--- src/hdl/lpiir_pkg.sv ---
// ---------------------------------------------------------------------------
// lpiir_pkg: shared constants and types of the low-pass biquad
// Coefficient format, register indexes and the control/status bundles
// that pass between the sequencer and the serial multiply-accumulate unit.
// ---------------------------------------------------------------------------
package lpiir_pkg;

    // default sample width and extra history fraction bits
    localparam int SAMPLE_WIDTH_DEF = 16;
    localparam int GUARD_BITS_DEF   = 8;

    // coefficients are signed Q7.24
    localparam int COEF_W    = 32;
    localparam int COEF_FRAC = 24;

    // register file: four 32-bit words at byte addresses 0, 4, 8, 12
    localparam int APB_AW  = 4;
    localparam int REG_IW  = 2;
    localparam logic [REG_IW-1:0] REG_K0 = 2'd0;
    localparam logic [REG_IW-1:0] REG_K1 = 2'd1;
    localparam logic [REG_IW-1:0] REG_K2 = 2'd2;
    localparam logic [REG_IW-1:0] REG_K3 = 2'd3;

    // command into the serial MAC
    typedef struct packed {
        logic start;   // load operands and begin a product
        logic clear;   // zero the accumulator at start
    } t_mac_ctl;

    // status out of the serial MAC
    typedef struct packed {
        logic busy;    // product in progress
        logic done;    // one-cycle pulse, accumulator holds the new sum
    } t_mac_sts;

endpackage

--- src/hdl/lpiir_mac.sv ---
// ---------------------------------------------------------------------------
// lpiir_mac: bit-serial signed multiply-accumulate
// Multiplier bits enter LSB first, one per cycle; the multiplicand shifts
// left. The last multiplier bit used (its sign) is subtracted.
// ---------------------------------------------------------------------------
module lpiir_mac #(
    parameter int ACC_W = 64,
    parameter int OP_W  = 32,
    parameter int LEN_W = $clog2(OP_W + 1)
) (
    input  logic                   i_clk,
    input  logic                   i_rst_n,
    input  lpiir_pkg::t_mac_ctl    i_ctl,
    input  logic [LEN_W-1:0]       i_len,     // multiplier bits to use, >= 1
    input  logic [ACC_W-1:0]       i_mcand,   // sign-extended multiplicand
    input  logic [OP_W-1:0]        i_mplier,  // two's complement multiplier
    output lpiir_pkg::t_mac_sts    o_sts,
    output logic [ACC_W-1:0]       o_acc
);

    logic             r_busy;
    logic             r_done;
    logic [LEN_W-1:0] r_cnt;
    logic [ACC_W-1:0] r_mcand;
    logic [OP_W-1:0]  r_mplier;
    logic [ACC_W-1:0] r_acc;

    logic [ACC_W-1:0] term;
    logic             last;
    logic [ACC_W-1:0] n_acc;

    assign term  = r_mplier[0] ? r_mcand : '0;
    assign last  = (r_cnt == LEN_W'(1));
    // sign bit carries weight -2^(n-1)
    assign n_acc = last ? (r_acc - term) : (r_acc + term);

    always_ff @(posedge i_clk) begin
        if (!i_rst_n) begin
            r_busy <= 1'b0;
            r_done <= 1'b0;
        end else begin
            r_done <= r_busy && last;
            if (i_ctl.start) begin
                r_busy <= 1'b1;
            end else if (r_busy && last) begin
                r_busy <= 1'b0;
            end
        end
    end

    always_ff @(posedge i_clk) begin
        if (i_ctl.start) begin
            r_mcand  <= i_mcand;
            r_mplier <= i_mplier;
            r_cnt    <= i_len;
            if (i_ctl.clear) begin
                r_acc <= '0;
            end
        end else if (r_busy) begin
            r_acc    <= n_acc;
            r_mcand  <= {r_mcand[ACC_W-2:0], 1'b0};
            r_mplier <= {1'b0, r_mplier[OP_W-1:1]};
            r_cnt    <= r_cnt - LEN_W'(1);
        end
    end

    assign o_sts.busy = r_busy;
    assign o_sts.done = r_done;
    assign o_acc      = r_acc;

endmodule

--- src/hdl/second_order_lowpass_iir.sv ---
// ---------------------------------------------------------------------------
// second_order_lowpass_iir: bilinear-transform low-pass biquad
// S = SAMPLE_WIDTH and G = GUARD_FRACTION_BITS below.
// One sample at a time: the input closes until the result of the last one
//   is in the output register; all four products go through one bit-serial
//   MAC, one multiplier bit per cycle.
// Reset: synchronous, active low; clears coefficients, history, FSM, valid.
// ---------------------------------------------------------------------------
//
// y = k0 * (k1*y1 + k2*y2 + k3*(x + 2*x1 + x2))
//
// Product schedule on the shared MAC:
//   pass 0  k1 * y1          (accumulator cleared)
//   pass 1  k2 * y2
//   pass 2  (k3 << G) * xs   xs = x + 2*x1 + x2
//   round   inner = sat(round(acc >> 24), S+G+8)
//   pass 3  k0 * inner       (accumulator cleared)
//   round   wide  = round(acc >> 24)
//   finish  y = sat(round(wide >> G), S), history y1 = sat(wide, S+G)
// The clip flag is the OR of all three saturations.
//
// Output sits in a register so the next input beat can be taken while the
// result waits on m_tready.
module second_order_lowpass_iir #(
    parameter int SAMPLE_WIDTH        = lpiir_pkg::SAMPLE_WIDTH_DEF,
    parameter int GUARD_FRACTION_BITS = lpiir_pkg::GUARD_BITS_DEF,
    parameter int DATA_W              = ((SAMPLE_WIDTH + 7) / 8) * 8
) (
    input  logic                         i_clk,
    input  logic                         i_rst_n,

    // input sample stream
    input  logic                         s_tvalid,
    output logic                         s_tready,
    input  logic [DATA_W-1:0]            s_tdata,   // [S-1:0] sample_in

    // filtered sample stream
    output logic                         m_tvalid,
    input  logic                         m_tready,
    output logic [DATA_W-1:0]            m_tdata,   // [S-1:0] filtered_out
    output logic                         m_tuser,   // [0] clipped

    // coefficient registers
    input  logic                         psel,
    input  logic                         penable,
    input  logic                         pwrite,
    input  logic [lpiir_pkg::APB_AW-1:0] paddr,
    input  logic [31:0]                  pwdata,
    output logic [31:0]                  prdata,
    output logic                         pready
);

    localparam int S       = SAMPLE_WIDTH;
    localparam int G       = GUARD_FRACTION_BITS;
    localparam int CW      = lpiir_pkg::COEF_W;
    localparam int CF      = lpiir_pkg::COEF_FRAC;
    localparam int HIST_W  = S + G;
    localparam int INNER_W = S + G + 8;
    localparam int XS_W    = S + 2;
    localparam int OP_W    = INNER_W;
    localparam int ACC_W   = CW + INNER_W;
    localparam int WIDE_W  = ACC_W - CF;
    localparam int YR_W    = WIDE_W - G;
    localparam int LEN_W   = $clog2(OP_W + 1);

    localparam logic [ACC_W-1:0]  ACC_HALF = ACC_W'(1) << (CF - 1);
    localparam logic [WIDE_W-1:0] G_HALF   = (WIDE_W'(1) << G) >> 1;

    // one-hot sequencer
    typedef enum logic [7:0] {
        ST_IDLE = 8'b0000_0001,
        ST_PY1  = 8'b0000_0010,  // k1*y1 running
        ST_PY2  = 8'b0000_0100,  // k2*y2 running
        ST_PX   = 8'b0000_1000,  // k3*xs running
        ST_RND1 = 8'b0001_0000,  // round/saturate inner sum, start k0 pass
        ST_PK0  = 8'b0010_0000,  // k0*inner running
        ST_RND2 = 8'b0100_0000,  // round product to history precision
        ST_FIN  = 8'b1000_0000   // output and history update
    } t_state;

    t_state r_state, n_state;

    // coefficients
    logic [CW-1:0] r_k0, r_k1, r_k2, r_k3;

    // history
    logic [S-1:0]      r_x1, r_x2;
    logic [HIST_W-1:0] r_y1, r_y2;

    // per-sample working registers
    logic [S-1:0]      r_x;
    logic              r_clip;
    logic [WIDE_W-1:0] r_wide;

    // output register
    logic              r_out_valid;
    logic [S-1:0]      r_out_y;
    logic              r_out_clip;

    // MAC hookup
    lpiir_pkg::t_mac_ctl mac_ctl;
    lpiir_pkg::t_mac_sts mac_sts;
    logic [LEN_W-1:0]    mac_len;
    logic [ACC_W-1:0]    mac_mcand;
    logic [OP_W-1:0]     mac_mplier;
    logic [ACC_W-1:0]    mac_acc;
    logic                mac_fin;

    // datapath helpers
    localparam int REG_IDX_W = lpiir_pkg::REG_IW;
    logic [REG_IDX_W-1:0] reg_idx;
    logic                 cfg_wr;
    logic                 in_acc;
    logic                 out_free;
    logic [XS_W-1:0]      xs;
    logic [ACC_W-1:0]     acc_rnd;
    logic [WIDE_W-1:0]    acc_hi;
    logic [WIDE_W-INNER_W:0] inner_top;
    logic                 inner_ovf;
    logic [INNER_W-1:0]   inner_sat;
    logic [WIDE_W-HIST_W:0] hist_top;
    logic                 hist_ovf;
    logic [HIST_W-1:0]    hist_sat;
    logic [WIDE_W-1:0]    wide_rnd;
    logic [YR_W-1:0]      y_full;
    logic [YR_W-S:0]      y_top;
    logic                 y_ovf;
    logic [S-1:0]         y_sat;

    // ---------------------------------------------------------------------
    // configuration port
    // ---------------------------------------------------------------------
    assign reg_idx = paddr[lpiir_pkg::APB_AW-1:2];
    assign cfg_wr  = psel && penable && pwrite && pready;
    assign pready  = 1'b1;

    always_ff @(posedge i_clk) begin
        if (!i_rst_n) begin
            r_k0 <= '0;
            r_k1 <= '0;
            r_k2 <= '0;
            r_k3 <= '0;
        end else if (cfg_wr) begin
            case (reg_idx)
                lpiir_pkg::REG_K0: r_k0 <= pwdata;
                lpiir_pkg::REG_K1: r_k1 <= pwdata;
                lpiir_pkg::REG_K2: r_k2 <= pwdata;
                lpiir_pkg::REG_K3: r_k3 <= pwdata;
                default: ;
            endcase
        end
    end

    always_comb begin
        case (reg_idx)
            lpiir_pkg::REG_K0: prdata = r_k0;
            lpiir_pkg::REG_K1: prdata = r_k1;
            lpiir_pkg::REG_K2: prdata = r_k2;
            lpiir_pkg::REG_K3: prdata = r_k3;
            default:           prdata = '0;
        endcase
    end

    // ---------------------------------------------------------------------
    // datapath
    // ---------------------------------------------------------------------
    assign in_acc   = s_tvalid && s_tready;
    assign out_free = !r_out_valid || m_tready;
    assign mac_fin  = mac_sts.done && !mac_sts.busy;

    // weighted input sum, S+2 bits is enough for x + 2*x1 + x2
    assign xs = {{2{r_x[S-1]}}, r_x}
              + {r_x1[S-1], r_x1, 1'b0}
              + {{2{r_x2[S-1]}}, r_x2};

    // round half up at the coefficient point
    assign acc_rnd = mac_acc + ACC_HALF;
    assign acc_hi  = acc_rnd[ACC_W-1:CF];

    // inner sum saturation
    assign inner_top = acc_hi[WIDE_W-1:INNER_W-1];
    assign inner_ovf = !((&inner_top) || !(|inner_top));
    assign inner_sat = inner_ovf ? {acc_hi[WIDE_W-1], {(INNER_W-1){~acc_hi[WIDE_W-1]}}}
                                 : acc_hi[INNER_W-1:0];

    // history saturation
    assign hist_top = r_wide[WIDE_W-1:HIST_W-1];
    assign hist_ovf = !((&hist_top) || !(|hist_top));
    assign hist_sat = hist_ovf ? {r_wide[WIDE_W-1], {(HIST_W-1){~r_wide[WIDE_W-1]}}}
                               : r_wide[HIST_W-1:0];

    // output rounding to integer and saturation
    assign wide_rnd = r_wide + G_HALF;
    assign y_full   = wide_rnd[WIDE_W-1:G];
    assign y_top    = y_full[YR_W-1:S-1];
    assign y_ovf    = !((&y_top) || !(|y_top));
    assign y_sat    = y_ovf ? {y_full[YR_W-1], {(S-1){~y_full[YR_W-1]}}}
                            : y_full[S-1:0];

    // ---------------------------------------------------------------------
    // sequencer
    // ---------------------------------------------------------------------
    assign s_tready = (r_state == ST_IDLE);

    always_comb begin
        n_state     = r_state;
        mac_ctl     = '0;
        mac_len     = LEN_W'(HIST_W);
        mac_mcand   = {{(ACC_W-CW){r_k1[CW-1]}}, r_k1};
        mac_mplier  = {{(OP_W-HIST_W){r_y1[HIST_W-1]}}, r_y1};
        case (r_state)
            ST_IDLE: begin
                if (in_acc) begin
                    mac_ctl.start = 1'b1;
                    mac_ctl.clear = 1'b1;
                    n_state       = ST_PY1;
                end
            end
            ST_PY1: begin
                mac_mcand  = {{(ACC_W-CW){r_k2[CW-1]}}, r_k2};
                mac_mplier = {{(OP_W-HIST_W){r_y2[HIST_W-1]}}, r_y2};
                if (mac_fin) begin
                    mac_ctl.start = 1'b1;
                    n_state       = ST_PY2;
                end
            end
            ST_PY2: begin
                mac_len    = LEN_W'(XS_W);
                mac_mcand  = {{(ACC_W-CW){r_k3[CW-1]}}, r_k3} << G;
                mac_mplier = {{(OP_W-XS_W){xs[XS_W-1]}}, xs};
                if (mac_fin) begin
                    mac_ctl.start = 1'b1;
                    n_state       = ST_PX;
                end
            end
            ST_PX: begin
                if (mac_fin) begin
                    n_state = ST_RND1;
                end
            end
            ST_RND1: begin
                mac_len       = LEN_W'(INNER_W);
                mac_mcand     = {{(ACC_W-CW){r_k0[CW-1]}}, r_k0};
                mac_mplier    = inner_sat;
                mac_ctl.start = 1'b1;
                mac_ctl.clear = 1'b1;
                n_state       = ST_PK0;
            end
            ST_PK0: begin
                if (mac_fin) begin
                    n_state = ST_RND2;
                end
            end
            ST_RND2: begin
                n_state = ST_FIN;
            end
            ST_FIN: begin
                if (out_free) begin
                    n_state = ST_IDLE;
                end
            end
            default: begin
                n_state = ST_IDLE;
            end
        endcase
    end

    always_ff @(posedge i_clk) begin
        if (!i_rst_n) begin
            r_state     <= ST_IDLE;
            r_out_valid <= 1'b0;
            r_x1        <= '0;
            r_x2        <= '0;
            r_y1        <= '0;
            r_y2        <= '0;
        end else begin
            r_state <= n_state;
            if (r_state == ST_FIN && out_free) begin
                r_out_valid <= 1'b1;
                r_x2        <= r_x1;
                r_x1        <= r_x;
                r_y2        <= r_y1;
                r_y1        <= hist_sat;
            end else if (m_tready) begin
                r_out_valid <= 1'b0;
            end
        end
    end

    // payload, no reset
    always_ff @(posedge i_clk) begin
        if (in_acc) begin
            r_x <= s_tdata[S-1:0];
        end
        if (r_state == ST_RND1) begin
            r_clip <= inner_ovf;
        end
        if (r_state == ST_RND2) begin
            r_wide <= acc_hi;
        end
        if (r_state == ST_FIN && out_free) begin
            r_out_y    <= y_sat;
            r_out_clip <= r_clip || y_ovf || hist_ovf;
        end
    end

    assign m_tvalid = r_out_valid;
    assign m_tdata  = DATA_W'(r_out_y);
    assign m_tuser  = r_out_clip;

    // ---------------------------------------------------------------------
    // shared serial MAC
    // ---------------------------------------------------------------------
    lpiir_mac #(
        .ACC_W (ACC_W),
        .OP_W  (OP_W),
        .LEN_W (LEN_W)
    ) u_mac (
        .i_clk    (i_clk),
        .i_rst_n  (i_rst_n),
        .i_ctl    (mac_ctl),
        .i_len    (mac_len),
        .i_mcand  (mac_mcand),
        .i_mplier (mac_mplier),
        .o_sts    (mac_sts),
        .o_acc    (mac_acc)
    );

endmodule

--- config.mk ---
export PLATFORM = sky130hd
export DESIGN_NAME = second_order_lowpass_iir
export DESIGN_NICKNAME = d
export VERILOG_FILES = /design/src/hdl/lpiir_pkg.sv /design/src/hdl/lpiir_mac.sv /design/src/hdl/second_order_lowpass_iir.sv
export SDC_FILE = /design/constraint.sdc
export NUM_CORES = 1
export LEC_CHECK = 0
export ABC_AREA = 1
export BUFFER_PORTS_ARGS = -buffer_cell sky130_fd_sc_hd__buf_2
export CORE_MARGIN = 5
export CORE_UTILIZATION = 50
export DETAILED_ROUTE_END_ITERATION = 8
export PLACE_DENSITY = 0.67
export SETUP_SLACK_MARGIN = 0.02
export SLEW_MARGIN = 30
export SYNTH_ARGS = -nofsm -noshare
export SYNTH_HDL_FRONTEND = slang
export SYNTH_HIERARCHICAL = 1
export SYNTH_SLANG_ARGS = --single-unit
export TNS_END_PERCENT = 1
--- constraint.sdc ---
create_clock -name i_clk -period 17.3 [get_ports i_clk]
set_clock_uncertainty 0.2 [all_clocks]
set_input_delay 4.325 -clock i_clk [delete_from_list [all_inputs] [get_ports i_clk]]
set_output_delay 4.325 -clock i_clk [all_outputs]
set_load 0.02 [all_outputs]
## Word-level counts from Yosys, hierarchy flattened

Index checks and enable logic that the tools add are counted.

- Output and inout port bits: 52
- Register bits after elaboration: 459
- Logic and storage cells: 120
- Bits of input ports: 59

- Equal/unequal tests: 19
- Bitwise logic cells: 3
- Muxes and demuxes: 33
- Add/subtract/negate cells: 7
- Reduce and logical (&&, ||, !) cells: 37

Operators with widths:

| kind | count |
|---|---|
| $mux W64 | 7 |
| $pmux W64 S3 | 1 |
| $pmux W32 S4 | 1 |
| $mux W32 | 3 |
| $pmux W32 S3 | 1 |
| $add A64 B24 Y64 const B | 1 |
| $add A64 B64 Y64 | 1 |
| $pmux W8 S8 | 1 |
| $sub A64 B64 Y64 | 1 |
| $mux W8 | 6 |
| $add A40 B8 Y40 const B | 1 |
| $reduce_and A17 Y1 | 2 |
| $reduce_or A17 Y1 | 2 |
| $mux W24 | 1 |
| $add A16 B17 Y18 | 1 |
| $add A18 B18 Y18 | 1 |
| $mux W16 | 1 |
| $mux W6 | 2 |
| $ne A2 B2 Y1 const B | 6 |
| $pmux W6 S2 | 1 |
| $reduce_and A2 Y1 | 5 |
| $reduce_and A9 Y1 | 1 |
| $reduce_or A9 Y1 | 1 |
| $eq A8 B1 Y1 const B | 1 |
| other kinds (24) | 50 |

## Logic depth before layout (Yosys ltp)

Gate-level depths: netlist (run 1).

- Depth in word-level cells: 7
- Mapped depth: 29

## Modules after synthesis

The synthesis (run 1) kept the hierarchy.

By module, submodules not included:

| module | area each (µm²) | instances | sequential area each (µm²) | cells an instance |
|---|---|---|---|---|
| second_order_lowpass_iir | 16045.4 | 1 | 6566.3 | 2256 |
| lpiir_mac | 15058.2 | 1 | 5024.8 | 2399 |

## Worst setup path after synthesis (run 1)

Ideal clock, no wire load.

- Kind: input-to-output
- From: input port paddr[3] (netlist name)
- To: output port prdata[10]
- Cell stages on the path: 5
- Slack: 7.473 ns
- Required time: 12.775 ns
- Data arrival time: 5.302 ns
- Buffers on the path: 2
- Path through: nor2_1 -> clkbuf_1 -> clkbuf_1 -> nand2_1 -> o2111ai_1

- Cells in the longest elaborated chain, start to end: 2
- Elaborated cells between the ends (all ways): 5

RTL lines:

| element | line | source |
|---|---|---|
| start, declared | second_order_lowpass_iir.sv:47 | `input logic [lpiir_pkg::APB_AW-1:0] paddr,` |
| $eq A2 B2 Y1 (tied with other cells) | second_order_lowpass_iir.sv:155 | `case (reg_idx)` |
| $pmux W32 S4 (*) | second_order_lowpass_iir.sv:155 |  |
| end, declared | second_order_lowpass_iir.sv:49 | `output logic [31:0] prdata,` |

Every way passes the cells marked *; elsewhere a longest branch is shown, timed or not.

## Worst setup path in the final report (run 1)

- From: input port paddr[2] (netlist name)
- To: output port prdata[2]

Same word-level chain as after synthesis.

==> run_results.csv, run 1 <==
group,metric,value,unit
run_status,outcome,"completed",
finish,areaGrowthSynthToFinish,9.17,%
sta,rsz0062_at_grt,"false",
worst_setup_path,cp.arrival,6.49,ns
clocking,clock-sinks,459,
worst_setup_path,reg2reg_from,"u_mac/r_cnt[1]$_DFFE_PP_",
global_route,antenna_found_initial,2,
placed_design,hpwlAfterDp,68.5,mm
route,dr_total_vias,29456,
sta,setup_viol,0,
worst_setup_path,cpLargestDelayFamily,"buffers and inverters",
worst_setup_path,cpMostUsedCell,"buf_2",
yosys,syn_area_per_cell,6.68,um^2
power_and_ir_drop,combPwrFrac,54.3,%
sta,relSlewSlack,35.2,%
die,start_util,50.4,%
finish,nNetsFinal,4852,
yosys,synth_cell_types,57,
worst_setup_path,critPathCaptureType,"output port",
clocking,root_buffer,"clkbuf_16",
route,wl,94.1,mm
worst_setup_path,worst_path_largest_cell_delay,0.70,ns
finish,drive_above_1_share,7.69,%
sta,fmaxAchievable,90.8,MHz
power_and_ir_drop,power_density,193,nW/um^2
sta,fin_tns_setup,0,ns
route,postRouteAntennaNets,0,
route,viasPerCell,5.29,
worst_setup_path,crit_slowest_cell,"nand2_1",
worst_setup_path,crit_start,"paddr[2]",
power_and_ir_drop,switchingPower,0.00321,W
min_path,min_from,"r_state[3]$_SDFFE_PN0P_",
die,die_y,259,um
sta,fin_crit,11.02,ns
die,die-area,67300,um^2
clocking,cts_tree,"yes",
yosys,synth_edf_count,240,
global_route,grt.overflow.total,0,
yosys,syn_area,31100,um^2
placed_design,place.gp.congestion,0.983,
power_and_ir_drop,pwr-share-clk,17.1,%
global_route,grt_max_degree,112,
min_path,holdPathStages,2,
placed_design,port_buffers,107,
clocking,ctsResizeCount,0,
sta,hold_violations,0,
clocking,clkTransAtPathRegs,0.06,ns
die,io_pins,111,
finish,final_cells,5572,
clocking,clk_path_buf_depth,3,
route,drc,0,
power_and_ir_drop,p_leak,16.1,nW
worst_setup_path,cp_num_cells,6,
die,core_area,61700,um^2
worst_setup_path,crit_path_start_kind,"input port",
global_route,grt_first_pass_wirelength,149,mm
die,std_cell_rows,91,
worst_setup_path,cp.required,12.77,ns
yosys,syn_inst,4655,
clocking,post_cts_buffers,0,
power_and_ir_drop,peakVddDrop,0.102,mV
placed_design,dp_cells,5473,
global_route,grt_usage,27.3,%
sta,slew_violations,0,
sta,post-route-period-util,63.7,%
worst_setup_path,reg2reg_depth,19,
worst_setup_path,path_class,"input port to output port",
power_and_ir_drop,p_int,0.00335,W
yosys,ys_seq_elements,459,
route,dr.pass1.iters,6,
yosys,yosys_warnings,6,
worst_setup_path,crit_buf_inv,3,
clocking,cts_hold_buf,0,
yosys,ys_async_sr_fraction,0,%
flow_run,max_cap_violations,0,
power_and_ir_drop,switching_share,48.9,%
worst_setup_path,path_max_fanout,18,
clocking,h-tree-depth,2,
worst_setup_path,cp_cell_sequence,"buf_2 -> nand2_1 -> inv_1 -> a221oi_1 -> o21ai_0 -> buf_2",
global_route,grt_pass1_vias,27852,
min_path,hold_class,"flop to flop",
finish,fill_cells,6257,
die,die_w,259,um
power_and_ir_drop,p_total,0.00656,W
clocking,worstSkewPairLatency,0.61,ns
yosys,synth_top_flop_cell,"edfxtp_1",
route,drtIter0Drc,2781,
clocking,cts_made_buffers,52,
power_and_ir_drop,seqPwrFrac,28.5,%
route,wl_per_cell,16.9,um
yosys,synth-seq-area-share,37.3,%
sta,worstMarginPinSlew,0.970,ns
==> final timing paths <==
check                                                      to  slack, ns
worst max register to register  u_mac/o_acc[63]$_SDFFCE_PP0P_      12.42
worst min register to register        r_state[3]$_SDFFE_PN0P_       0.28
worst max-delay path                                prdata[2]       6.28
worst min-delay path                  r_state[3]$_SDFFE_PN0P_       0.28
==> routing by layer <==
layer / GRT usage, % / part of all wire (%) / up-vias
met5: 0 / 0 / -
met4: 9.44 / 3.6 / 0
met3: 2.62 / 5.9 / 186
met2: 46.1 / 47 / 945
met1: 36.8 / 43 / 13456
li1: - / - / 14869
==> state kept, by name, summed over array words and instances, names as in the netlist, 6 cells and up <==
signal	flops
r_x	16
r_y2	24
r_state	8
r_k0	32
u_mac/r_cnt	6
m_tdata	16
r_k1	32
r_k3	32
r_x2	16
r_wide	40
r_y1	24
u_mac/o_acc	64
r_x1	16
u_mac/r_mcand	64
r_k2	32
u_mac/r_mplier	32
==> per-stage QoR <==
stage / utilization, % / hold WS [ns] / cell area [um^2] / worst slack, ns
3_5_place_dp: 52.2 / 0.271 / 32200 / 6.33
3_3_place_gp: 52.2 / 0.263 / 32200 / 6.32
2_1_floorplan: - / 0.244 / 31100 / 7.47
6_report: 55.0 / 0.282 / 34000 / 6.28
5_1_grt: 55.0 / 0.303 / 34000 / 6.21
4_1_cts: 55.0 / 0.285 / 34000 / 6.33
==> kinds of logic (layout without fill, tap and decap cells) <==
| group | Yosys count | after routing | synth area share (%) |
|---|---|---|---|
| AOI/OAI and AO/OA | 571 | 571 | 10.3 |
| xor gates and xnor gates | 108 | 108 | 3.04 |
| adders and majority gates | 103 | 103 | 4.58 |
| buffers and inverters | 736 | 813 | 9.33 |
| DFF | 459 | 459 | 37.3 |
| other | 2 | 5 | 0.0241 |
| and+or+nand+nor | 2676 | 2676 | 35.5 |
==> power by group through the flow <==
stage / Sequential [W] / Combinational, W / Clock (W)
after detailed placement: 0.00189 / 0.00350 / 0
after CTS: 0.00187 / 0.00352 / 0.00114
after global routing: 0.00190 / 0.00403 / 0.00119
after global placement: 0.00188 / 0.00345 / 0
final: 0.00187 / 0.00356 / 0.00112
after floorplan: 0.00182 / 0.00264 / 0
==> layout by cell type, fill, tap and decap left out, types with 16 or more instances in the layout <==
cell          n
buf_4        30
nand2_2      52
nor4_1       16
o2111ai_1    39
nor2_4       17
nand2_1    1564
xor2_1       78
inv_1       557
o21ai_0     282
clkbuf_16    53
nand3_1     177
nor3_1       38
nor2_2       23
fa_1         18
a21oi_1     178
nand4_1      43
edfxtp_1    240
buf_2       106
nor2_1      686
inv_2        16
o211ai_1     20
dfxtp_1     219
xnor2_1      30
ha_1         85
==> cell type report <==
cell class | count | area (um^2) | area share (%)
Clock inverter | 21 | 236 | 0.696
Timing Repair Buffer | 136 | 756 | 2.23
Tap cell | 837 | 1050 | 3.08
Sequential cell | 459 | 11600 | 34.1
Multi-Input combinational cell | 3461 | 16600 | 49.0
Inverter | 580 | 2180 | 6.43
Antenna cell | 2 | 5.00 | 0.0147
Clock buffer | 76 | 1490 | 4.40
==> Yosys cell counts (43+ instances only) <==
library cell,n,area (um^2)
nand2_1,1565,5870
nor2_1,690,2590
inv_1,559,2100
o21ai_0,282,1410
edfxtp_1,240,7210
dfxtp_1,219,4380
a21oi_1,178,891
nand3_1,177,886
clkbuf_1,124,465
ha_1,85,1060
xor2_1,78,683
nand2_2,51,319
nand4_1,43,269
==> worst reg2reg max path, stage by stage, from the launching register on <==
cell	delay, ns
edfxtp_1	0.38
inv_1	0.09
ha_1	0.13
and3_1	0.15
buf_4	0.32
clkinv_2	0.76
nand2_2	0.45
nand2_1	0.15
nor2_1	0.13
xor2_1	0.28
ha_1	0.26
nand2_1	0.11
nor2_1	0.29
nand2_1	0.17
nor4_1	0.30
nand2_1	0.11
nand2_1	0.16
nand2_1	0.07
nand2_1	0.06
nor2_1	0.06
No activity file was read; power rests on OpenSTA's default activity.
==> run 2: changes to the inputs <==
--- a/config.mk
+++ b/config.mk
@@ -5,12 +5,12 @@
 export SDC_FILE = /design/constraint.sdc
 export NUM_CORES = 1
 export LEC_CHECK = 0
-export ABC_AREA = 1
+export ABC_AREA = 0
 export BUFFER_PORTS_ARGS = -buffer_cell sky130_fd_sc_hd__buf_2
 export CORE_MARGIN = 5
 export CORE_UTILIZATION = 50
 export DETAILED_ROUTE_END_ITERATION = 8
-export PLACE_DENSITY = 0.67
+export PLACE_DENSITY = 0.69
 export SETUP_SLACK_MARGIN = 0.02
 export SLEW_MARGIN = 30
 export SYNTH_ARGS = -nofsm -noshare
==> constraint.sdc (replaced) <==
create_clock -name i_clk -period 9.51 [get_ports i_clk]
set_clock_uncertainty 0.2 [all_clocks]
set_input_delay 2.3775 -clock i_clk [delete_from_list [all_inputs] [get_ports i_clk]]
set_output_delay 2.3775 -clock i_clk [all_outputs]
set_load 0.02 [all_outputs]
==> run 2 against run 1 <==
Clock-buffer cell count down 6. Design area decreased by 9.2%. First-iteration DRC count fell by 19%. Combinational power grew 30%. Flip-flop and latch count is the same. Sequential share of layout area rose by 3.4 points. Clock power rose by 66%. Largest cell class unchanged. Highest routed layer is now met5.
==> run_results.csv, run 2 <==
group,metric,value,unit
yosys,synth_cell_types,111,
clocking,cts_hold_buf,0,
worst_setup_path,crit_start,"paddr[2]",
die,io_pins,111,
yosys,synth.area.top_cells,"edfxtp_1, dfxtp_1, nand2_1",
sta,hold_violations,0,
yosys,yosysTopAreaCell,"edfxtp_1",
worst_setup_path,path_max_fanout,40,
power_and_ir_drop,peakVddDrop,0.219,mV
finish,drive_above_1_share,13.0,%
yosys,synth_top_flop_cell,"edfxtp_1",
route,wl_per_cell,20.0,um
power_and_ir_drop,power_density,311,nW/um^2
worst_setup_path,critPathCaptureType,"output port",
worst_setup_path,worst_path_largest_cell_delay,0.62,ns
die,die_y,248,um
finish,nNetsFinal,3305,
flow_run,max_cap_violations,0,
global_route,grt_max_degree,105,
yosys,yosysMostFrequentCell,"nand2_1",
power_and_ir_drop,p_leak,11.2,nW
sta,relSlewSlack,35.2,%
clocking,cts_tree,"yes",
finish,diodes,0,
yosys,syn_inst,3143,
power_and_ir_drop,p_total,0.00958,W
yosys,ys_top_cells_by_count,"nand2_1, edfxtp_1, dfxtp_1",
yosys,syn_area,28300,um^2
global_route,grt_usage,25.1,%
clocking,clock-sinks,459,
sta,fin_crit,6.42,ns
worst_setup_path,reg2reg_from,"u_mac/r_mplier[0]$_DFFE_PP_",
route,drc,0,
power_and_ir_drop,pwr-share-clk,19.5,%
power_and_ir_drop,switchingPower,0.00404,W
die,die_w,248,um
sta,worstMarginPinSlew,0.972,ns
worst_setup_path,crit_slowest_cell,"mux4_2",
clocking,clkTransAtPathRegs,0.06,ns
clocking,clk_path_buf_depth,3,
yosys,ys_seq_elements,459,
die,std_cell_rows,87,
clocking,post_cts_buffers,0,
sta,fin_tns_setup,0,ns
finish,design_area,30800,um^2
yosys,synth_top_area_share,25.5,%
worst_setup_path,cp.required,6.93,ns
run_status,outcome,"completed",
worst_setup_path,path_class,"input port to output port",
power_and_ir_drop,seqPwrFrac,32.3,%
route,dr.pass1.iters,6,
min_path,min_from,"r_y2[12]$_SDFFE_PN0P_",
clocking,h-tree-depth,2,
yosys,synth-seq-area-share,40.9,%
placed_design,port_buffers,107,
route,postRouteAntennaNets,0,
placed_design,place.gp.congestion,0.907,
worst_setup_path,crit_path_start_kind,"input port",
finish,areaGrowthSynthToFinish,8.98,%
route,drtIter0Drc,2246,
min_path,hold_class,"flop to flop",
clocking,ctsResizeCount,0,
worst_setup_path,cpMostUsedCell,"buf_2",
yosys,ys_async_sr_fraction,0,%
sta,rsz0062_at_grt,"false",
sta,fmaxAchievable,156,MHz
global_route,grt_first_pass_wirelength,125,mm
finish,final_common_cell,"nand2_1",
global_route,grt.overflow.total,0,
die,start_util,50.3,%
yosys,yosys_warnings,6,
route,wl,79.0,mm
clocking,cts_made_buffers,50,
global_route,grt_pass1_vias,23056,
sta,slew_violations,0,
power_and_ir_drop,switching_share,42.2,%
power_and_ir_drop,combPwrFrac,48.2,%
placed_design,post_dp_cell_area,29300,um^2
power_and_ir_drop,p_int,0.00554,W
global_route,antenna_found_initial,1,
sta,post-route-period-util,67.5,%
worst_setup_path,cp_cell_sequence,"buf_2 -> buf_4 -> mux4_2 -> buf_2",
die,core_area,56300,um^2
finish,mostFrequentLayoutCells,"nand2_1, edfxtp_1, dfxtp_1, a21oi_1, nor2_1",
sta,setup_viol,0,
placed_design,hpwlAfterDp,55.3,mm
clocking,root_buffer,"clkbuf_16",
clocking,worstSkewPairLatency,0.61,ns
yosys,synth_edf_count,240,
die,die-area,61500,um^2
sta,hold_ws,0.266,ns
finish,fill_cells,5084,
route,viasPerCell,6.04,
worst_setup_path,cp.arrival,3.84,ns
yosys,syn_area_per_cell,9.01,um^2
route,dr_total_vias,23803,
==> run 2: cell count changes after synthesis, moves of 29 or more <==
cell,change
inv_1,-495
o2111ai_1,-29
nand3_1,-100
a21o_1,+38
xnor2_1,+66
nor2_1,-472
o21ai_1,+31
nand2_2,-48
o21ai_0,-164
mux4_2,+32
nand2_1,-937
a21oi_1,+40
a21boi_0,+162
mux2_2,+96
==> run 2: cells by family after synthesis <==
| family | Yosys count | synth area share [%] |
|---|---|---|
| flip-flops | 459 | 40.9 |
| buffers and inverters | 257 | 3.70 |
| XOR/XNOR | 168 | 5.20 |
| AO/OA/AOI/OAI | 806 | 18.9 |
| multiplexers | 138 | 6.77 |
| other | 2 | 0.0265 |
| adder cells (fa/ha/maj) | 103 | 5.03 |
| AND/OR/NAND/NOR | 1210 | 19.4 |
==> run 2: path summary, 6_finish.rpt <==
path                                                 endpoint  slack, ns  cells past startpoint
worst min-delay path                    r_y2[12]$_SDFFE_PN0P_       0.27                      2
worst max register to register  u_mac/o_acc[59]$_SDFFCE_PP0P_       3.68                     15
worst max-delay path                               prdata[27]       3.09                      4
worst min register to register          r_y2[12]$_SDFFE_PN0P_       0.27                      2
==> run 2: per-stage QoR <==
stage | cells | setup slack, ns | util (%)
floorplan | 3144 | 3.00 | -
global placement | 3845 | 3.09 | 52.0
detailed placement | 3846 | 3.10 | 52.0
CTS | 3940 | 3.10 | 54.8
global route | 3941 | 3.02 | 54.8
finish | 3941 | 3.09 | 54.8
==> run 2: worst max-delay path: cells and delay by family <==
kind / cells / cell delay (ns)
buffers and inverters: 3 / 0.81
muxes: 1 / 0.62
==> run 2: layout make-up <==
type	count	area [um^2]	share of cell area [%]
well taps	756	946	3.07
flip-flops and latches	459	11600	37.6
clock inverters	24	180	0.584
multi-input cells	2428	15700	50.9
inverters	67	251	0.815
repair buffers	137	787	2.55
clock buffers	70	1390	4.49
==> run 2: routing by layer <==
layer | routed length (um) | GRT usage (%) | vias up
met5 | 20 | 0 | -
met4 | 2130 | 8.19 | 2
met3 | 5050 | 3.46 | 151
met2 | 37200 | 41.6 | 876
met1 | 34600 | 34.1 | 11451
li1 | - | - | 11323
==> run 2: power by group through the flow <==
stage / sequential (W) / combinational (W) / clock (W)
after floorplan: 0.00297 / 0.00358 / 0
after global placement: 0.00311 / 0.00449 / 0
after detailed placement: 0.00313 / 0.00455 / 0
after CTS: 0.00309 / 0.00458 / 0.00190
after global routing: 0.00314 / 0.00512 / 0.00198
final: 0.00310 / 0.00462 / 0.00186
==> run 3: changes to the inputs <==
--- a/config.mk
+++ b/config.mk
@@ -10,7 +10,7 @@
 export CORE_MARGIN = 5
 export CORE_UTILIZATION = 50
 export DETAILED_ROUTE_END_ITERATION = 8
-export PLACE_DENSITY = 0.69
+export PLACE_DENSITY = 0.67
 export SETUP_SLACK_MARGIN = 0.02
 export SLEW_MARGIN = 30
 export SYNTH_ARGS = -nofsm -noshare
==> constraint.sdc (replaced) <==
create_clock -name i_clk -period 6.09 [get_ports i_clk]
set_clock_uncertainty 0.2 [all_clocks]
set_input_delay 1.5225 -clock i_clk [delete_from_list [all_inputs] [get_ports i_clk]]
set_output_delay 1.5225 -clock i_clk [all_outputs]
set_load 0.02 [all_outputs]
==> run 3 against run 2 <==
Worst hold slack got worse by 0.0023 ns. Power up 58%. Highest routed layer is now met4. Critical path type is now flop to flop. Wire length fell by 0.38%.
==> run_results.csv, run 3 (synthesis gave the netlist of run 2 again) <==
group,metric,value,unit
run_status,outcome,"completed",
sta,fmaxAchievable,174,MHz
min_path,hold_class,"flop to flop",
finish,areaGrowthSynthToFinish,9.76,%
die,std_cell_rows,87,
clocking,cts_made_buffers,51,
sta,setup_viol,0,
global_route,grt_first_pass_wirelength,126,mm
flow_run,max_cap_violations,0,
clocking,root_buffer,"clkbuf_16",
finish,final_common_cell,"nand2_1",
finish,mostFrequentLayoutCells,"nand2_1, edfxtp_1, dfxtp_1, a21oi_1, nor2_1",
placed_design,place.gp.congestion,0.890,
worst_setup_path,crit_path_start_kind,"flop",
clocking,h-tree-depth,2,
die,io_pins,111,
sta,fin_crit,5.76,ns
power_and_ir_drop,p_total,0.0152,W
die,die_y,248,um
worst_setup_path,cp.required,6.23,ns
clocking,clock-sinks,459,
clocking,post_cts_buffers,0,
sta,slew_violations,0,
worst_setup_path,critPathCaptureType,"flop",
route,wl_per_cell,19.9,um
route,postRouteAntennaNets,0,
power_and_ir_drop,power_density,488,nW/um^2
global_route,antenna_found_initial,0,
clocking,clk_path_buf_depth,3,
clocking,worstSkewPairLatency,0.61,ns
route,drtIter0Drc,2128,
route,dr.pass1.iters,9,
finish,nNetsFinal,3315,
clocking,cts_hold_buf,0,
sta,rsz0062_at_grt,"false",
route,wl,78.7,mm
clocking,clkTransAtPathRegs,0.06,ns
worst_setup_path,cp.arrival,5.90,ns
finish,fill_cells,5107,
placed_design,port_buffers,107,
route,drc,0,
global_route,grt.overflow.total,0,
placed_design,hpwlAfterDp,55.7,mm
clocking,ctsResizeCount,0,
finish,diodes,0,
die,core_area,56300,um^2
worst_setup_path,path_class,"flop to flop",
die,die_w,248,um
finish,fin_util,55.2,%
finish,drive_above_1_share,13.4,%
global_route,grt_max_degree,188,
sta,hold_violations,0,
worst_setup_path,path_max_fanout,6,
global_route,grt_pass1_vias,23083,
global_route,grt_usage,25.3,%
die,start_util,50.3,%
clocking,cts_tree,"yes",
sta,post-route-period-util,94.5,%
power_and_ir_drop,peakVddDrop,0.244,mV
sta,relSlewSlack,30.6,%
power_and_ir_drop,p_leak,11.3,nW
sta,fin_tns_setup,0,ns
route,dr_total_vias,23701,
die,die-area,61500,um^2
sta,worstMarginPinSlew,1.04,ns
route,viasPerCell,6.00,
run 3: path summary, 6_finish.rpt:
kind                                                  from                            end  slack (ns)  cells after the start
worst max-delay path            u_mac/r_mcand[5]$_DFFE_PP_  u_mac/o_acc[59]$_SDFFCE_PP0P_        0.33                     18
worst min-delay path                 r_y1[13]$_SDFFE_PN0P_          r_y2[13]$_SDFFE_PN0P_        0.26                      2
worst max register to register  u_mac/r_mcand[5]$_DFFE_PP_  u_mac/o_acc[59]$_SDFFCE_PP0P_        0.33                     18
worst min register to register       r_y1[13]$_SDFFE_PN0P_          r_y2[13]$_SDFFE_PN0P_        0.26                      2
run 3: worst max-delay path, stage by stage, from the launching register on:
cell and delay (ns):
edfxtp_1 0.47, or4_4 0.59, nor3_1 0.30, nand3_1 0.15, a21boi_2 0.38, nand3_1 0.32
nand2_1 0.45, a211oi_1 0.10, a21oi_1 0.14, ha_1 0.28, o21a_1 0.15, o21ai_0 0.23
a211o_1 0.25, a2111oi_2 0.10, nor3_1 0.45, o21ai_2 0.15, a21boi_1 0.27, o21ba_1 0.20
mux2_4 0.30
run 3: cell type report:
cell class	instances	area, um^2	area share [%]
well taps	756	946	3.04
flip-flops and latches	459	11600	37.3
inverters	67	251	0.809
clock buffers	64	1380	4.43
multi-input cells	2428	15700	50.6
clock inverters	31	312	1.00
repair buffers	146	878	2.83
run 3: power by group:
group	switching, W	leakage, nW	internal, W	total (W)
registers	0.000613	4.08	0.00421	0.00483
clock network	0.00130	0.807	0.00178	0.00308
logic	0.00444	6.42	0.00283	0.00726
total	0.00635	11.3	0.00882	0.0152
run 3: through the flow:
step	setup slack, ns	area [um^2]	hold slack [ns]	instances
4_1_cts	0.366	31100	0.257	3951
3_5_place_dp	0.416	29400	0.256	3856
5_1_grt	0.0375	31100	0.279	3951
6_report	0.334	31100	0.264	3951
3_3_place_gp	0.482	29400	0.250	3855
2_1_floorplan	0.773	28300	0.238	3144
run 3: routing by layer:
| layer | routed length [um] | GRT usage [%] |
|---|---|---|
| met5 | 0 | 0 |
| met4 | 2130 | 7.69 |
| met3 | 4770 | 3.18 |
| met2 | 37400 | 42.6 |
| met1 | 34300 | 34.4 |
